$ cat src/sv/tdts_pkg.sv
`timescale 1ns / 1ps
// ----------------------------------------------------------------------------
// tdts_pkg
// Shared types, codes and lookup functions of the token scanner.
// ----------------------------------------------------------------------------
package tdts_pkg;

    localparam int LINE_BITS = 16;
    localparam logic [LINE_BITS-1:0] LINE_MAX = '1;

    // byte classes
    localparam logic [2:0] CLS_WS     = 3'd0;
    localparam logic [2:0] CLS_QUOTE  = 3'd1;
    localparam logic [2:0] CLS_DIGIT  = 3'd2;
    localparam logic [2:0] CLS_LETTER = 3'd3;
    localparam logic [2:0] CLS_SYMBOL = 3'd4;
    localparam logic [2:0] CLS_ILLEGAL = 3'd5;

    // scanner states
    localparam logic [2:0] ST_START   = 3'd0;
    localparam logic [2:0] ST_T1      = 3'd1;
    localparam logic [2:0] ST_T2      = 3'd2;
    localparam logic [2:0] ST_T3      = 3'd3;
    localparam logic [2:0] ST_T2_DIG  = 3'd4;
    localparam logic [2:0] ST_NO_MOVE = 3'd7;

    // result kinds
    localparam logic [1:0] KIND_CHAR  = 2'd0;
    localparam logic [1:0] KIND_END   = 2'd1;
    localparam logic [1:0] KIND_ERROR = 2'd2;
    localparam logic [1:0] KIND_EOF   = 2'd3;

    // token classes
    localparam logic [1:0] TOK_NONE = 2'd0;
    localparam logic [1:0] TOK_T1   = 2'd1;
    localparam logic [1:0] TOK_T2   = 2'd2;
    localparam logic [1:0] TOK_T3   = 2'd3;

    localparam logic [7:0] CH_NEWLINE = 8'h0A;
    localparam logic [7:0] CH_BANG    = 8'h21;
    localparam logic [7:0] CH_QUOTE   = 8'h22;
    localparam logic [7:0] CH_HASH    = 8'h23;
    localparam logic [7:0] CH_SPACE   = 8'h20;

    localparam logic [1:0] REG_FIRST_LINE = 2'd0;

    typedef struct packed {
        logic [1:0]  kind;
        logic [1:0]  token_class;
        logic [7:0]  out_char;
        logic [15:0] line;
        logic        last;
    } result_t;

    typedef struct packed {
        logic [1:0] count;
        result_t    r0;
        result_t    r1;
    } step_out_t;

    function automatic logic [2:0] class_of(input logic [7:0] c);
        logic [2:0] cls;
        if (c == CH_SPACE || (c >= 8'h09 && c <= 8'h0D)) begin
            cls = CLS_WS;
        end else if (c == CH_QUOTE || c == CH_HASH) begin
            cls = CLS_QUOTE;
        end else if (c >= 8'h30 && c <= 8'h39) begin
            cls = CLS_DIGIT;
        end else if ((c >= 8'h41 && c <= 8'h5A) || (c >= 8'h61 && c <= 8'h7A)) begin
            cls = CLS_LETTER;
        end else if (c >= 8'h24 && c <= 8'h2F) begin
            cls = CLS_SYMBOL;
        end else begin
            cls = CLS_ILLEGAL;
        end
        return cls;
    endfunction

    function automatic logic [2:0] move(input logic [2:0] s, input logic [2:0] cls);
        logic [2:0] nxt;
        nxt = ST_NO_MOVE;
        case (s)
            ST_START: begin
                case (cls)
                    CLS_WS:     nxt = ST_START;
                    CLS_QUOTE:  nxt = ST_T1;
                    CLS_LETTER: nxt = ST_T2;
                    CLS_SYMBOL: nxt = ST_T3;
                    default:    nxt = ST_NO_MOVE;
                endcase
            end
            ST_T1: begin
                if (cls == CLS_DIGIT) nxt = ST_T1;
            end
            ST_T2: begin
                if (cls == CLS_DIGIT) nxt = ST_T2_DIG;
                else if (cls == CLS_LETTER) nxt = ST_T2;
            end
            ST_T2_DIG: begin
                if (cls == CLS_DIGIT) nxt = ST_T2_DIG;
            end
            default: nxt = ST_NO_MOVE;
        endcase
        return nxt;
    endfunction

    function automatic logic [1:0] class_of_state(input logic [2:0] s);
        logic [1:0] t;
        case (s)
            ST_T1:     t = TOK_T1;
            ST_T2:     t = TOK_T2;
            ST_T2_DIG: t = TOK_T2;
            ST_T3:     t = TOK_T3;
            default:   t = TOK_NONE;
        endcase
        return t;
    endfunction

    function automatic logic [LINE_BITS-1:0] clamp_line(input logic [15:0] v);
        logic [LINE_BITS-1:0] r;
        if (33'(v) > 33'(LINE_MAX)) r = LINE_MAX;
        else r = LINE_BITS'(v);
        return r;
    endfunction

endpackage

$ cat src/sv/table_driven_token_scanner_core.sv
`timescale 1ns / 1ps
// ----------------------------------------------------------------------------
// table_driven_token_scanner_core
// Byte-stream token scanner: classifies bytes, steps the token machine and
// streams token characters, token ends, errors and end of file.
//
//  channel  | dir | handshake              | payload
//  s_axis   | in  | s_axis_tvalid/tready   | tdata: in_char; tuser: end_of_input
//  m_axis   | out | m_axis_tvalid/tready   | tdata: token_class, out_char, line;
//           |     |                        | tuser: kind; tlast: last
//  apb      | in  | psel/penable/pready    | first_line at byte address 0
//
// One byte is taken every cycle while the output does not stall; an item
// that makes two results (token end plus the next character, or token end
// plus end of file) is absorbed by the queue when it is empty after the
// pop, else the input waits.
// Results pass the input register, then the result queue.
// Reset is synchronous, active low; it empties both stages and loads the
// line counter from the reset value of first_line.
// A stalled output keeps up to two results and input keeps flowing until
// the queue cannot take the results of the waiting item.
// ----------------------------------------------------------------------------
module table_driven_token_scanner_core (
    input  logic        aclk,
    input  logic        aresetn,
    // input stream
    input  logic        s_axis_tvalid,
    output logic        s_axis_tready,
    input  logic [7:0]  s_axis_tdata,   // [7:0] in_char
    input  logic        s_axis_tuser,   // [0] end_of_input
    // result stream
    output logic        m_axis_tvalid,
    input  logic        m_axis_tready,
    output logic [31:0] m_axis_tdata,   // [1:0] token_class, [9:2] out_char, [25:10] line
    output logic [1:0]  m_axis_tuser,   // [1:0] kind
    output logic        m_axis_tlast,
    // configuration
    input  logic        psel,
    input  logic        penable,
    input  logic        pwrite,
    input  logic [2:0]  paddr,
    input  logic [31:0] pwdata,
    output logic [31:0] prdata,
    output logic        pready
);
    import tdts_pkg::*;

    logic        in_valid_reg;
    logic [7:0]  in_char_reg;
    logic        in_eoi_reg;
    logic [15:0] first_line_reg;

    logic        consume;
    logic        push_ok;
    logic        cfg_wr;
    step_out_t   step_out;
    result_t     out_res;

    assign pready  = 1'b1;
    assign cfg_wr  = psel && penable && pwrite && (paddr[2] == REG_FIRST_LINE[0]);
    assign prdata  = (paddr[2] == REG_FIRST_LINE[0]) ? {16'd0, first_line_reg} : 32'd0;

    assign consume       = in_valid_reg && push_ok;
    assign s_axis_tready = !in_valid_reg || consume;

    always_ff @(posedge aclk) begin
        if (!aresetn) begin
            in_valid_reg   <= 1'b0;
            first_line_reg <= 16'd1;
        end else begin
            if (cfg_wr) first_line_reg <= pwdata[15:0];
            if (s_axis_tvalid && s_axis_tready) in_valid_reg <= 1'b1;
            else if (consume) in_valid_reg <= 1'b0;
        end
    end

    // payload of an accepted transfer
    always_ff @(posedge aclk) begin
        if (s_axis_tvalid && s_axis_tready) begin
            in_char_reg <= s_axis_tdata;
            in_eoi_reg  <= s_axis_tuser;
        end
    end

    tdts_scan u_scan (
        .aclk            (aclk),
        .aresetn         (aresetn),
        .item_valid      (in_valid_reg),
        .consume         (consume),
        .in_char         (in_char_reg),
        .end_of_input    (in_eoi_reg),
        .line_load       (cfg_wr),
        .line_load_value (pwdata[15:0]),
        .step_out        (step_out)
    );

    tdts_out_queue u_queue (
        .aclk      (aclk),
        .aresetn   (aresetn),
        .push      (step_out),
        .push_ok   (push_ok),
        .out_valid (m_axis_tvalid),
        .out_ready (m_axis_tready),
        .out_res   (out_res)
    );

    assign m_axis_tdata = {6'd0, out_res.line, out_res.out_char, out_res.token_class};
    assign m_axis_tuser = out_res.kind;
    assign m_axis_tlast = out_res.last;

    a_idle_ready: assert property (@(posedge aclk) disable iff (!aresetn)
        !in_valid_reg |-> s_axis_tready)
        else $error("input stalled with empty input register");

    a_consume_push: assert property (@(posedge aclk) disable iff (!aresetn)
        in_valid_reg && !consume |=> in_valid_reg && in_char_reg == $past(in_char_reg))
        else $error("waiting item lost");

    a_out_hold: assert property (@(posedge aclk) disable iff (!aresetn)
        m_axis_tvalid && !m_axis_tready |=>
            m_axis_tvalid && $stable({m_axis_tdata, m_axis_tuser, m_axis_tlast}))
        else $error("stalled result transfer changed");

endmodule

$ cat src/sv/tdts_scan.sv
`timescale 1ns / 1ps
// ----------------------------------------------------------------------------
// tdts_scan
// Scanner state and the combinational step logic that turns an item into results.
// ----------------------------------------------------------------------------
module tdts_scan (
    input  logic                            aclk,
    input  logic                            aresetn,
    input  logic                            item_valid,
    input  logic                            consume,
    input  logic [7:0]                      in_char,
    input  logic                            end_of_input,
    input  logic                            line_load,
    input  logic [15:0]                     line_load_value,
    output tdts_pkg::step_out_t             step_out
);
    import tdts_pkg::*;

    logic [2:0]           scan_state_reg, scan_state_next;
    logic                 in_comment_reg, in_comment_next;
    logic [LINE_BITS-1:0] line_count_reg, line_count_next;

    logic [2:0]           s;
    logic [2:0]           cls;
    logic [2:0]           nxt_tok;
    logic [2:0]           nxt_start;
    logic [LINE_BITS-1:0] line_inc;
    logic [15:0]          line_out;
    logic                 is_nl;
    logic                 is_bang;

    // start-state handling of the current byte
    logic                 st_emit;
    result_t              st_res;
    logic [2:0]           st_state;
    logic                 st_comment;

    result_t              r0, r1;
    logic [1:0]           n;

    assign s         = (scan_state_reg > ST_T2_DIG) ? ST_START : scan_state_reg;
    assign cls       = class_of(in_char);
    assign nxt_tok   = move(s, cls);
    assign nxt_start = move(ST_START, cls);
    assign is_nl     = (in_char == CH_NEWLINE);
    assign is_bang   = (in_char == CH_BANG);
    assign line_inc  = (line_count_reg == LINE_MAX) ? line_count_reg : line_count_reg + 1'b1;
    assign line_out  = 16'(line_count_reg);

    always_comb begin
        st_emit    = 1'b0;
        st_state   = ST_START;
        st_comment = 1'b0;
        st_res     = '0;
        st_res.line = line_out;
        st_res.out_char = in_char;
        if (is_bang) begin
            st_comment = 1'b1;
        end else if (cls != CLS_WS) begin
            st_emit = 1'b1;
            if (nxt_start == ST_NO_MOVE) begin
                st_res.kind = KIND_ERROR;
            end else begin
                st_res.kind = KIND_CHAR;
                st_state    = nxt_start;
            end
        end
    end

    always_comb begin
        r0              = '0;
        r1              = '0;
        n               = 2'd0;
        scan_state_next = s;
        in_comment_next = in_comment_reg;
        line_count_next = line_count_reg;
        if (end_of_input) begin
            r0.line = line_out;
            r1.line = line_out;
            if (!in_comment_reg && s != ST_START) begin
                r0.kind        = KIND_END;
                r0.token_class = class_of_state(s);
                r1.kind        = KIND_EOF;
                n              = 2'd2;
            end else begin
                r0.kind = KIND_EOF;
                n       = 2'd1;
            end
            scan_state_next = ST_START;
            in_comment_next = 1'b0;
        end else if (in_comment_reg) begin
            if (is_nl) line_count_next = line_inc;
            else if (is_bang) in_comment_next = 1'b0;
        end else if (s == ST_START) begin
            if (is_nl) line_count_next = line_inc;
            r0              = st_res;
            n               = {1'b0, st_emit};
            scan_state_next = st_state;
            in_comment_next = st_comment;
        end else if (nxt_tok != ST_NO_MOVE) begin
            r0.kind         = KIND_CHAR;
            r0.out_char     = in_char;
            r0.line         = line_out;
            n               = 2'd1;
            scan_state_next = nxt_tok;
        end else begin
            // token ends here, the byte is rescanned from the start state
            if (is_nl) line_count_next = line_inc;
            r0.kind         = KIND_END;
            r0.token_class  = class_of_state(s);
            r0.line         = line_out;
            r1              = st_res;
            n               = st_emit ? 2'd2 : 2'd1;
            scan_state_next = st_state;
            in_comment_next = st_comment;
        end
        if (n == 2'd1) r0.last = 1'b1;
        if (n == 2'd2) r1.last = 1'b1;
        if (!item_valid) n = 2'd0;
    end

    assign step_out.count = n;
    assign step_out.r0    = r0;
    assign step_out.r1    = r1;

    always_ff @(posedge aclk) begin
        if (!aresetn) begin
            scan_state_reg <= ST_START;
            in_comment_reg <= 1'b0;
            line_count_reg <= clamp_line(16'd1);
        end else if (line_load) begin
            line_count_reg <= clamp_line(line_load_value);
        end else if (consume) begin
            scan_state_reg <= scan_state_next;
            in_comment_reg <= in_comment_next;
            line_count_reg <= line_count_next;
        end
    end

    a_comment_in_start: assert property (@(posedge aclk) disable iff (!aresetn)
        in_comment_reg |-> scan_state_reg == ST_START)
        else $error("comment open outside start state");

    a_eoi_resets: assert property (@(posedge aclk) disable iff (!aresetn)
        consume && end_of_input && !line_load |=> scan_state_reg == ST_START && !in_comment_reg)
        else $error("end of input did not return to start state");

    a_line_monotonic: assert property (@(posedge aclk) disable iff (!aresetn)
        consume && !line_load |=> line_count_reg >= $past(line_count_reg))
        else $error("line count went backwards");

endmodule

$ cat src/sv/tdts_out_queue.sv
`timescale 1ns / 1ps
// ----------------------------------------------------------------------------
// tdts_out_queue
// Two-entry result queue: takes up to two results a cycle, hands out one.
// ----------------------------------------------------------------------------
module tdts_out_queue (
    input  logic                aclk,
    input  logic                aresetn,
    input  tdts_pkg::step_out_t push,
    output logic                push_ok,
    output logic                out_valid,
    input  logic                out_ready,
    output tdts_pkg::result_t   out_res
);
    import tdts_pkg::*;

    result_t    q0_reg, q0_next;
    result_t    q1_reg, q1_next;
    logic [1:0] cnt_reg, cnt_next;

    logic       pop;
    logic [1:0] cnt_a;
    result_t    t0, t1;
    logic       do_push;

    assign out_valid = (cnt_reg != 2'd0);
    assign out_res   = q0_reg;
    assign pop       = out_valid && out_ready;
    assign cnt_a     = cnt_reg - {1'b0, pop};
    assign push_ok   = ({1'b0, push.count} + {1'b0, cnt_a}) <= 3'd2;
    assign do_push   = push_ok && (push.count != 2'd0);

    always_comb begin
        t0 = pop ? q1_reg : q0_reg;
        t1 = q1_reg;
        q0_next  = t0;
        q1_next  = t1;
        cnt_next = cnt_a;
        if (do_push) begin
            cnt_next = cnt_a + push.count;
            case (cnt_a)
                2'd0: begin
                    q0_next = push.r0;
                    q1_next = push.r1;
                end
                2'd1: begin
                    q1_next = push.r0;
                end
                default: begin
                    q0_next = t0;
                end
            endcase
        end
    end

    always_ff @(posedge aclk) begin
        if (!aresetn) begin
            cnt_reg <= 2'd0;
        end else begin
            cnt_reg <= cnt_next;
        end
    end

    always_ff @(posedge aclk) begin
        q0_reg <= q0_next;
        q1_reg <= q1_next;
    end

    a_cnt_range: assert property (@(posedge aclk) disable iff (!aresetn)
        cnt_reg <= 2'd2)
        else $error("result queue overfilled");

    a_pair_fits: assert property (@(posedge aclk) disable iff (!aresetn)
        do_push && push.count == 2'd2 |-> cnt_a == 2'd0)
        else $error("result pair pushed into occupied queue");

    a_stall_holds: assert property (@(posedge aclk) disable iff (!aresetn)
        out_valid && !out_ready |=> out_valid && out_res == $past(out_res))
        else $error("stalled result changed");

endmodule
$ cat config.mk
export PLATFORM = sky130hd
export DESIGN_NAME = table_driven_token_scanner_core
export DESIGN_NICKNAME = d
export VERILOG_FILES = /design/src/sv/tdts_pkg.sv /design/src/sv/table_driven_token_scanner_core.sv /design/src/sv/tdts_scan.sv /design/src/sv/tdts_out_queue.sv
export SDC_FILE = /design/constraint.sdc
export NUM_CORES = 1
export LEC_CHECK = 0
export BUFFER_PORTS_ARGS = -buffer_cell sky130_fd_sc_hd__buf_2
export CAP_MARGIN = 20
export CORE_AREA = 8 8 109 121
export DETAILED_ROUTE_END_ITERATION = 7
export DIE_AREA = 0 0 117 129
export PLACE_DENSITY_LB_ADDON = 0.05
export SLEW_MARGIN = 40
export SYNTH_ARGS = -nofsm -noshare
export SYNTH_HDL_FRONTEND = slang
export SYNTH_SLANG_ARGS = --single-unit
$ cat constraint.sdc
create_clock -name aclk -period 4.3 [get_ports aclk]
set_input_delay 0.86 -clock aclk [delete_from_list [all_inputs] [get_ports aclk]]
set_output_delay 0.86 -clock aclk [all_outputs]
set_load 0.03 [all_outputs]
Word level (Yosys, flattened, before mapping)
Index checks and enable logic that the tools add are counted.
{ "totals": {"inputBits": 51, "latchBits": 0, "memories": 0, "register_bits": 106, "ramBits": 0, "rom_bits": 0} }
{ "op_classes": {"div": 0, "n_eq_ne": 21, "multipliers": 0, "n_shift": 0, "order_cmp": 12, "bitwise_logic": 2, "n_mux": 76, "n_addsub": 4, "reduce_logical": 33} }
{ "ops": {"columns": ["operator", "n"], "rows": [
  ["$mux W29", 7],
  ["$mux W16", 11],
  ["$pmux W29 S2", 1],
  ["$mux W3", 15],
  ["$mux W2", 17],
  ["$eq A8 B6 Y1 const B", 4],
  ["$mux W28", 1],
  ["$pmux W3 S4", 2],
  ["$mux W1", 17],
  ["$add A16 B1 Y16 const B", 1],
  ["$eq A16 B16 Y1 const B", 1],
  ["$ge A8 B6 Y1 const B", 2],
  ["$ge A8 B7 Y1 const B", 2],
  ["$le A8 B6 Y1 const B", 2],
  ["$le A8 B7 Y1 const B", 2],
  ["$mux W8", 2],
  ["$logic_and A1 B1 Y1", 13],
  ["$eq A3 B2 Y1 const B", 4],
  ["$mux W10", 1],
  ["$reduce_bool A2 Y1", 5],
  ["$eq A3 B3 Y1 const B", 3],
  ["$eq A8 B4 Y1 const B", 1],
  ["$ge A8 B4 Y1 const B", 1],
  ["$le A8 B4 Y1 const B", 1],
  ["other kinds (22)", 32]
]} }

Longest topological paths before layout
{ "logic_depth": {"depth_word": 23, "depth_mapped": 18} }

Cells and area by module
A second synthesis with hierarchy kept.
{ "unflattened": {"hier_cells": 600, "area_unflattened_um2": 6148.4} }
{ "by_module_without_submodules": {"columns": ["mod", "seq_area_each_um2", "cells_each", "n_inst", "area_each_um2"], "rows": [
  ["tdts_out_queue", 1491.4, 179, 1, 2727.6],
  ["tdts_scan", 400.4, 294, 1, 2143.3],
  ["table_driven_token_scanner_core", 610.6, 127, 1, 1277.5]
]} }

Worst setup path before layout
No wires, ideal clock.
{ "synth_path": {"kind": "input to register", "from": "input port m_axis_tready", "to": "register u_queue.q1_reg[0] (netlist name), enable pin", "setup_ns": 0.389, "path_buffers": 2, "t_required_ns": 3.911, "arrival_time_ns": 4.120, "setup_slack_ns": -0.208, "path_stages": 12, "cell_sequence": "nand2_1 > clkbuf_1 > clkbuf_1 > inv_1 > ha_1 > inv_1 > ha_1 > inv_1 > fa_1 > o211a_1 > o311a_1 > and2_1"} }
{ "synth_between": {"elab_chain_len": 6} }
{ "synth_rtl": {"columns": ["item", "line", "rtl"], "rows": [
  ["from (decl)", "table_driven_token_scanner_core.sv:33", "input logic m_axis_tready,"],
  ["$logic_and A1 B1 Y1 (*)", "tdts_out_queue.sv:28", "assign pop = out_valid && out_ready;"],
  ["$sub A2 B1 Y2 (*)", "tdts_out_queue.sv:29", "assign cnt_a = cnt_reg - {1'b0, pop};"],
  ["$add A2 B2 Y3", "tdts_out_queue.sv:30", "assign push_ok = ({1'b0, push.count} + {1'b0, cnt_a}) <= 3'd2;"],
  ["$le A3 B2 Y1", "tdts_out_queue.sv:30", null],
  ["$logic_and A1 B1 Y1", "tdts_out_queue.sv:31", "assign do_push = push_ok && (push.count != 2'd0);"],
  ["$reduce_and A2 Y1 (no source line) (*)", null, null],
  ["to (signal assigned)", "tdts_out_queue.sv:66", "q1_reg <= q1_next;"],
  ["to (decl)", "tdts_out_queue.sv:18", "result_t q1_reg, q1_next;"]
]} }
Mark *: on every way between the ends. The rest lies on a longest branch, timed or not.
A chain may end at the register's enable or synchronous reset.

Final worst setup path
{ "layout_path": {"from": "register in_char_reg[1]", "to": "output port s_axis_tready"} }
{ "layout_between": {"elab_chain_len": 21} }
{ "layout_rtl": {"columns": ["item", "line", "rtl"], "rows": [
  ["from (decl)", "table_driven_token_scanner_core.sv:49", "logic [7:0] in_char_reg;"],
  ["from (signal assigned)", "table_driven_token_scanner_core.sv:80", "in_char_reg <= s_axis_tdata;"],
  ["$ge A8 B6 Y1 (tied with other cells)", "tdts_pkg.sv:71", "end else if (c >= 8'h24 && c <= 8'h2F) begin"],
  ["$logic_and A1 B1 Y1 (on tied branches)", "tdts_pkg.sv:71, tdts_pkg.sv:69", null],
  ["$mux W1 or $logic_or A1 B1 Y1 (tied branches)", "tdts_pkg.sv:71, tdts_pkg.sv:69", null],
  ["$mux W3", "tdts_pkg.sv:69", "end else if ((c >= 8'h41 && c <= 8'h5A) || (c >= 8'h61 && c <= 8'h7A)) begin"],
  ["$mux W3", "tdts_pkg.sv:67", "end else if (c >= 8'h30 && c <= 8'h39) begin"],
  ["$mux W3", "tdts_pkg.sv:65", "end else if (c == CH_QUOTE || c == CH_HASH) begin"],
  ["$mux W3", "tdts_pkg.sv:63", "if (c == CH_SPACE || (c >= 8'h09 && c <= 8'h0D)) begin"],
  ["$eq A3 B2 Y1", "tdts_pkg.sv:84, tdts_pkg.sv:97", null],
  ["[... 5 more ...]", null, null],
  ["$mux W2 (*)", "tdts_scan.sv:94", "end else if (s == ST_START) begin"],
  ["$mux W2 (*)", "tdts_scan.sv:91", "end else if (in_comment_reg) begin"],
  ["$mux W2 (*)", "tdts_scan.sv:77", "if (end_of_input) begin"],
  ["$mux W2 (*)", "tdts_scan.sv:119", "if (!item_valid) n = 2'd0;"],
  ["$add A2 B2 Y3 (*)", "tdts_out_queue.sv:30", null],
  ["$le A3 B2 Y1 (*)", "tdts_out_queue.sv:30", null],
  ["$logic_and A1 B1 Y1 (*)", "table_driven_token_scanner_core.sv:63", "assign consume = in_valid_reg && push_ok;"],
  ["$logic_or A1 B1 Y1 (*)", "table_driven_token_scanner_core.sv:64", "assign s_axis_tready = !in_valid_reg || consume;"],
  ["to (decl)", "table_driven_token_scanner_core.sv:28", "output logic s_axis_tready,"]
]} }
Marked as above.

==> load_flow_metrics.sql <==
INSERT INTO impl_metrics (metric_group, metric, value, unit) VALUES
('status', 'status', 'finished, violations left', ''),
('status', 'violations', 'setup timing', ''),
('clock_tree', 'clock_tree_from_tritoncts', 'done', ''),
('critical_path', 'worstReg2RegStart', 'in_char_reg[1]', ''),
('critical_path', 'setup.worst_path.class', 'reg2out', ''),
('layout', 'area_growth', '25.68', '%'),
('layout', 'nNetsFinal', '733', ''),
('timing', 'final_period_demand_of_the_worst_path', '4.499', 'ns'),
('floorplan', 'floorplan.die.width', '117', 'um'),
('hold_path', 'hold_path_class', 'reg2reg', ''),
('floorplan', 'ioPinCount', '121', ''),
('logic_synthesis', 'dominantRegCellSynth', 'dfxtp_1', ''),
('logic_synthesis', 'proportion_of_netlist_area_held_by_the_largest_area_contributor', '25.31', '%'),
('critical_path', 'worst-r2r-setup-slack', '-0.11', 'ns'),
('clock_tree', 'number_of_cts_inserted_buffers', '9', ''),
('floorplan', 'die_area', '0.01509', 'mm2'),
('timing', 'timing.final.crit_share', '104.6', '%'),
('power_and_ir_drop', 'powerDensity', '578.8', 'mW/mm2'),
('timing', 'timing.final.ws_setup', '-0.1993', 'ns'),
('flow_run', 'maxCapViolCount', '0', ''),
('clock_tree', 'clk_root_buffer_cell', 'clkbuf_16', ''),
('timing', 'timing_max_transition_violations_final', '0', ''),
('critical_path', 'critical-path-top-delay-family', 'compound AO/OA/AOI/OAI gates', ''),
('power_and_ir_drop', 'maximum_ir_drop_on_the_vdd_rail', '0.3116', 'mV'),
('detailed_routing', 'dr.first_iter.drc_count', '331', ''),
('timing', 'worst-slew-pin-transition', '0.9780', 'ns'),
('logic_synthesis', 'synth_area_leader_cell', 'dfxtp_1', ''),
('detailed_routing', 'firstDrtPassIters', '4', ''),
('detailed_routing', 'routed-via-count', '4420', ''),
('critical_path', 'timing.critical_path.slowest_stage_cell', 'or4_4', ''),
('detailed_routing', 'drt-vias-per-instance', '5.306', ''),
('detailed_routing', 'route.final.wire_length', '13130', 'um'),
('critical_path', 'critical_path_required', '3.44', 'ns'),
('power_and_ir_drop', 'static-leakage-power', '2.788', 'nW'),
('global_routing', 'grt_start_max_net_pins', '48', ''),
('logic_synthesis', 'synth.avg_cell_area', '9.487', 'um2'),
('critical_path', 'crit_cells', '13', ''),
('clock_tree', 'clockBufferDepth', '2', ''),
('timing', 'finalSetupViolCount', '6', ''),
('logic_synthesis', 'synth_area', '0.005379', 'mm2'),
('logic_synthesis', 'synthDistinctLibCells', '66', ''),
('global_routing', 'antenna_found_initial', '0', ''),
('floorplan', 'die-height', '129', 'um'),
('timing', 'max_freq', '0.2223', 'GHz'),
('timing', 'fin_skew', '0.006961', 'ns'),
('global_routing', 'first_pass_grt_wire_length', '21200', 'um'),
('logic_synthesis', 'synth-seq-area-share', '46.52', '%'),
('global_routing', 'first_global_vias', '4240', ''),
('timing', 'final_layout_worst_hold_slack', '0.4635', 'ns'),
('hold_path', 'timing.hold.worst_endpoint', 'first_line_reg[8]', ''),
('logic_synthesis', 'edff_count_synth', '38', ''),
('timing', 'slew_hr', '34.20', '%'),
('critical_path', 'cp.buffers_inverters', '2', ''),
('timing', 'timing.final.hold_violations', '0', ''),
('layout', 'post_layout_nonfiller_instances', '833', ''),
('place', 'placed_cells', '802', ''),
('floorplan', 'coreArea', '0.01118', 'mm2'),
('critical_path', 'path_max_fanout', '3', ''),
('hold_path', 'worstHoldPathCells', '2', ''),
('logic_synthesis', 'asyncSetResetFlopFracSynth', '0', '%'),
('logic_synthesis', 'ys_ff_latch', '106', ''),
('logic_synthesis', 'postSynthCellCount', '567', ''),
('clock_tree', 'htree_num_levels', '3', ''),
('clock_tree', 'cts.sinks', '106', ''),
('logic_synthesis', 'yosys-top-cells-area', 'dfxtp_1 (25%), edfxtp_1 (21%), a21oi_1 (5.2%), mux2i_1 (4.3%), nand2_1 (4.0%)', ''),
('critical_path', 'end_kind', 'output port', ''),
('layout', 'drive_gt1_share', '29.72', '%'),
('critical_path', 'cp.arrival', '3.64', 'ns'),
('detailed_routing', 'ant_nets_after_route', '0', ''),
('critical_path', 'setup.worst_path.start_class', 'flop', ''),
('place', 'place_congestion', '0.9000', '');
cells in the mapped netlist, types with 3 or more instances:
library cell and number:
buf_2 7, edfxtp_1 38, nor2_1 31, nand4_1 7, nand3_1 10, nand3b_1 3, xor2_1 6, xnor2_1 11
a21oi_1 56, mux2_2 11, nor3b_1 9, o311a_1 3, a22o_1 9, mux2i_1 23, buf_4 23, nand2_1 58
and3_1 3, nor2b_1 34, and2_1 4, inv_1 11, o31ai_1 5, ha_1 3, buf_1 3, o221ai_1 3
clkbuf_1 23, nor3_1 10, dfxtp_1 68, o21ai_0 31, a21boi_0 16, o22ai_1 4
worst min-delay path, delay by kind of cell, from the launching register on:
family / cells / cell delay (ns)
flip-flops: 1 / 0.31
AO/OA/AOI/OAI: 1 / 0.06
AND/OR/NAND/NOR: 1 / 0.04
layout by cell type (no fill, tap or decap), types with 11 or more instances in the layout:
master,synthesis,routed
a21boi_0,16,16
dfxtp_1,68,68
buf_2,7,78
mux2i_1,23,23
buf_4,23,46
nor2b_1,34,34
nor2_1,31,24
nand2_1,58,58
conb_1,2,23
o21ai_0,31,29
a21oi_1,56,53
mux2_2,11,11
edfxtp_1,38,38
layer usage:
metal	global-route usage, %	wire length [um]
met4	7.391	218
met2	25.45	5842
met1	25.34	6223
met3	3.655	846
met5	0	0
kinds of logic after synthesis:
group / Yosys count / synth area share, %
adder cells (fa/ha/maj): 4 / 1.070
AND/OR/NAND/NOR: 186 / 17.89
flip-flops: 106 / 46.52
AO/OA/AOI/OAI: 149 / 18.21
other: 2 / 0.1396
XOR/XNOR: 18 / 3.071
buffers and inverters: 68 / 6.513
multiplexers: 34 / 6.583
worst max-delay path by stage:
stage                    from                   endpoint  slack, ns
6_report       in_char_reg[1]              s_axis_tready      -0.20
5_1_grt        in_char_reg[1]              s_axis_tready      -0.34
4_1_cts        in_char_reg[1]              s_axis_tready      -0.22
3_5_place_dp   in_char_reg[3]              s_axis_tready      -0.21
3_3_place_gp   in_char_reg[3]              s_axis_tready      -0.16
2_1_floorplan   m_axis_tready  u_scan.line_count_reg[11]       0.04
repair_timing:
action / 4_1_cts / 5_1_grt
setup buffers: 11 / 5
endpoints found under the setup margin: 60 / 78
hold buffers: 0 / 0
resized for setup: 32 / 22
pin swaps: 10 / 13
cloned: 3 / 0
per-stage QoR:
step	cell area (um2)	util [%]	TNS (ns)	total power, W
2_1_floorplan	5459	-	0	0.002497
3_3_place_gp	6057	54.16	-0.1580	0.002879
3_5_place_dp	6057	54.16	-1.067	0.002907
4_1_cts	6630	59.29	-3.089	0.003929
5_1_grt	6760	60.45	-1.746	0.004151
6_report	6760	60.45	-0.6556	0.003913
power breakdown:
group	internal (W)	leakage (nW)	total [W]	switching [W]
sequential	0.00131	0.926	0.00141	0.000100
combinational	0.000680	1.71	0.00166	0.000981
clock	0.000466	0.152	0.000837	0.000371
layout make-up:
| class | instances | area (um2) |
|---|---|---|
| clock buffers | 13 | 281.5 |
| clock inverters | 3 | 26.28 |
| fillers | 982 | 4423 |
| inverters | 12 | 45.04 |
| multi-input cells | 414 | 2791 |
| flip-flops and latches | 106 | 2502 |
| well taps | 150 | 187.7 |
| repair buffers | 135 | 925.9 |
(Power assumes the default switching activity.)
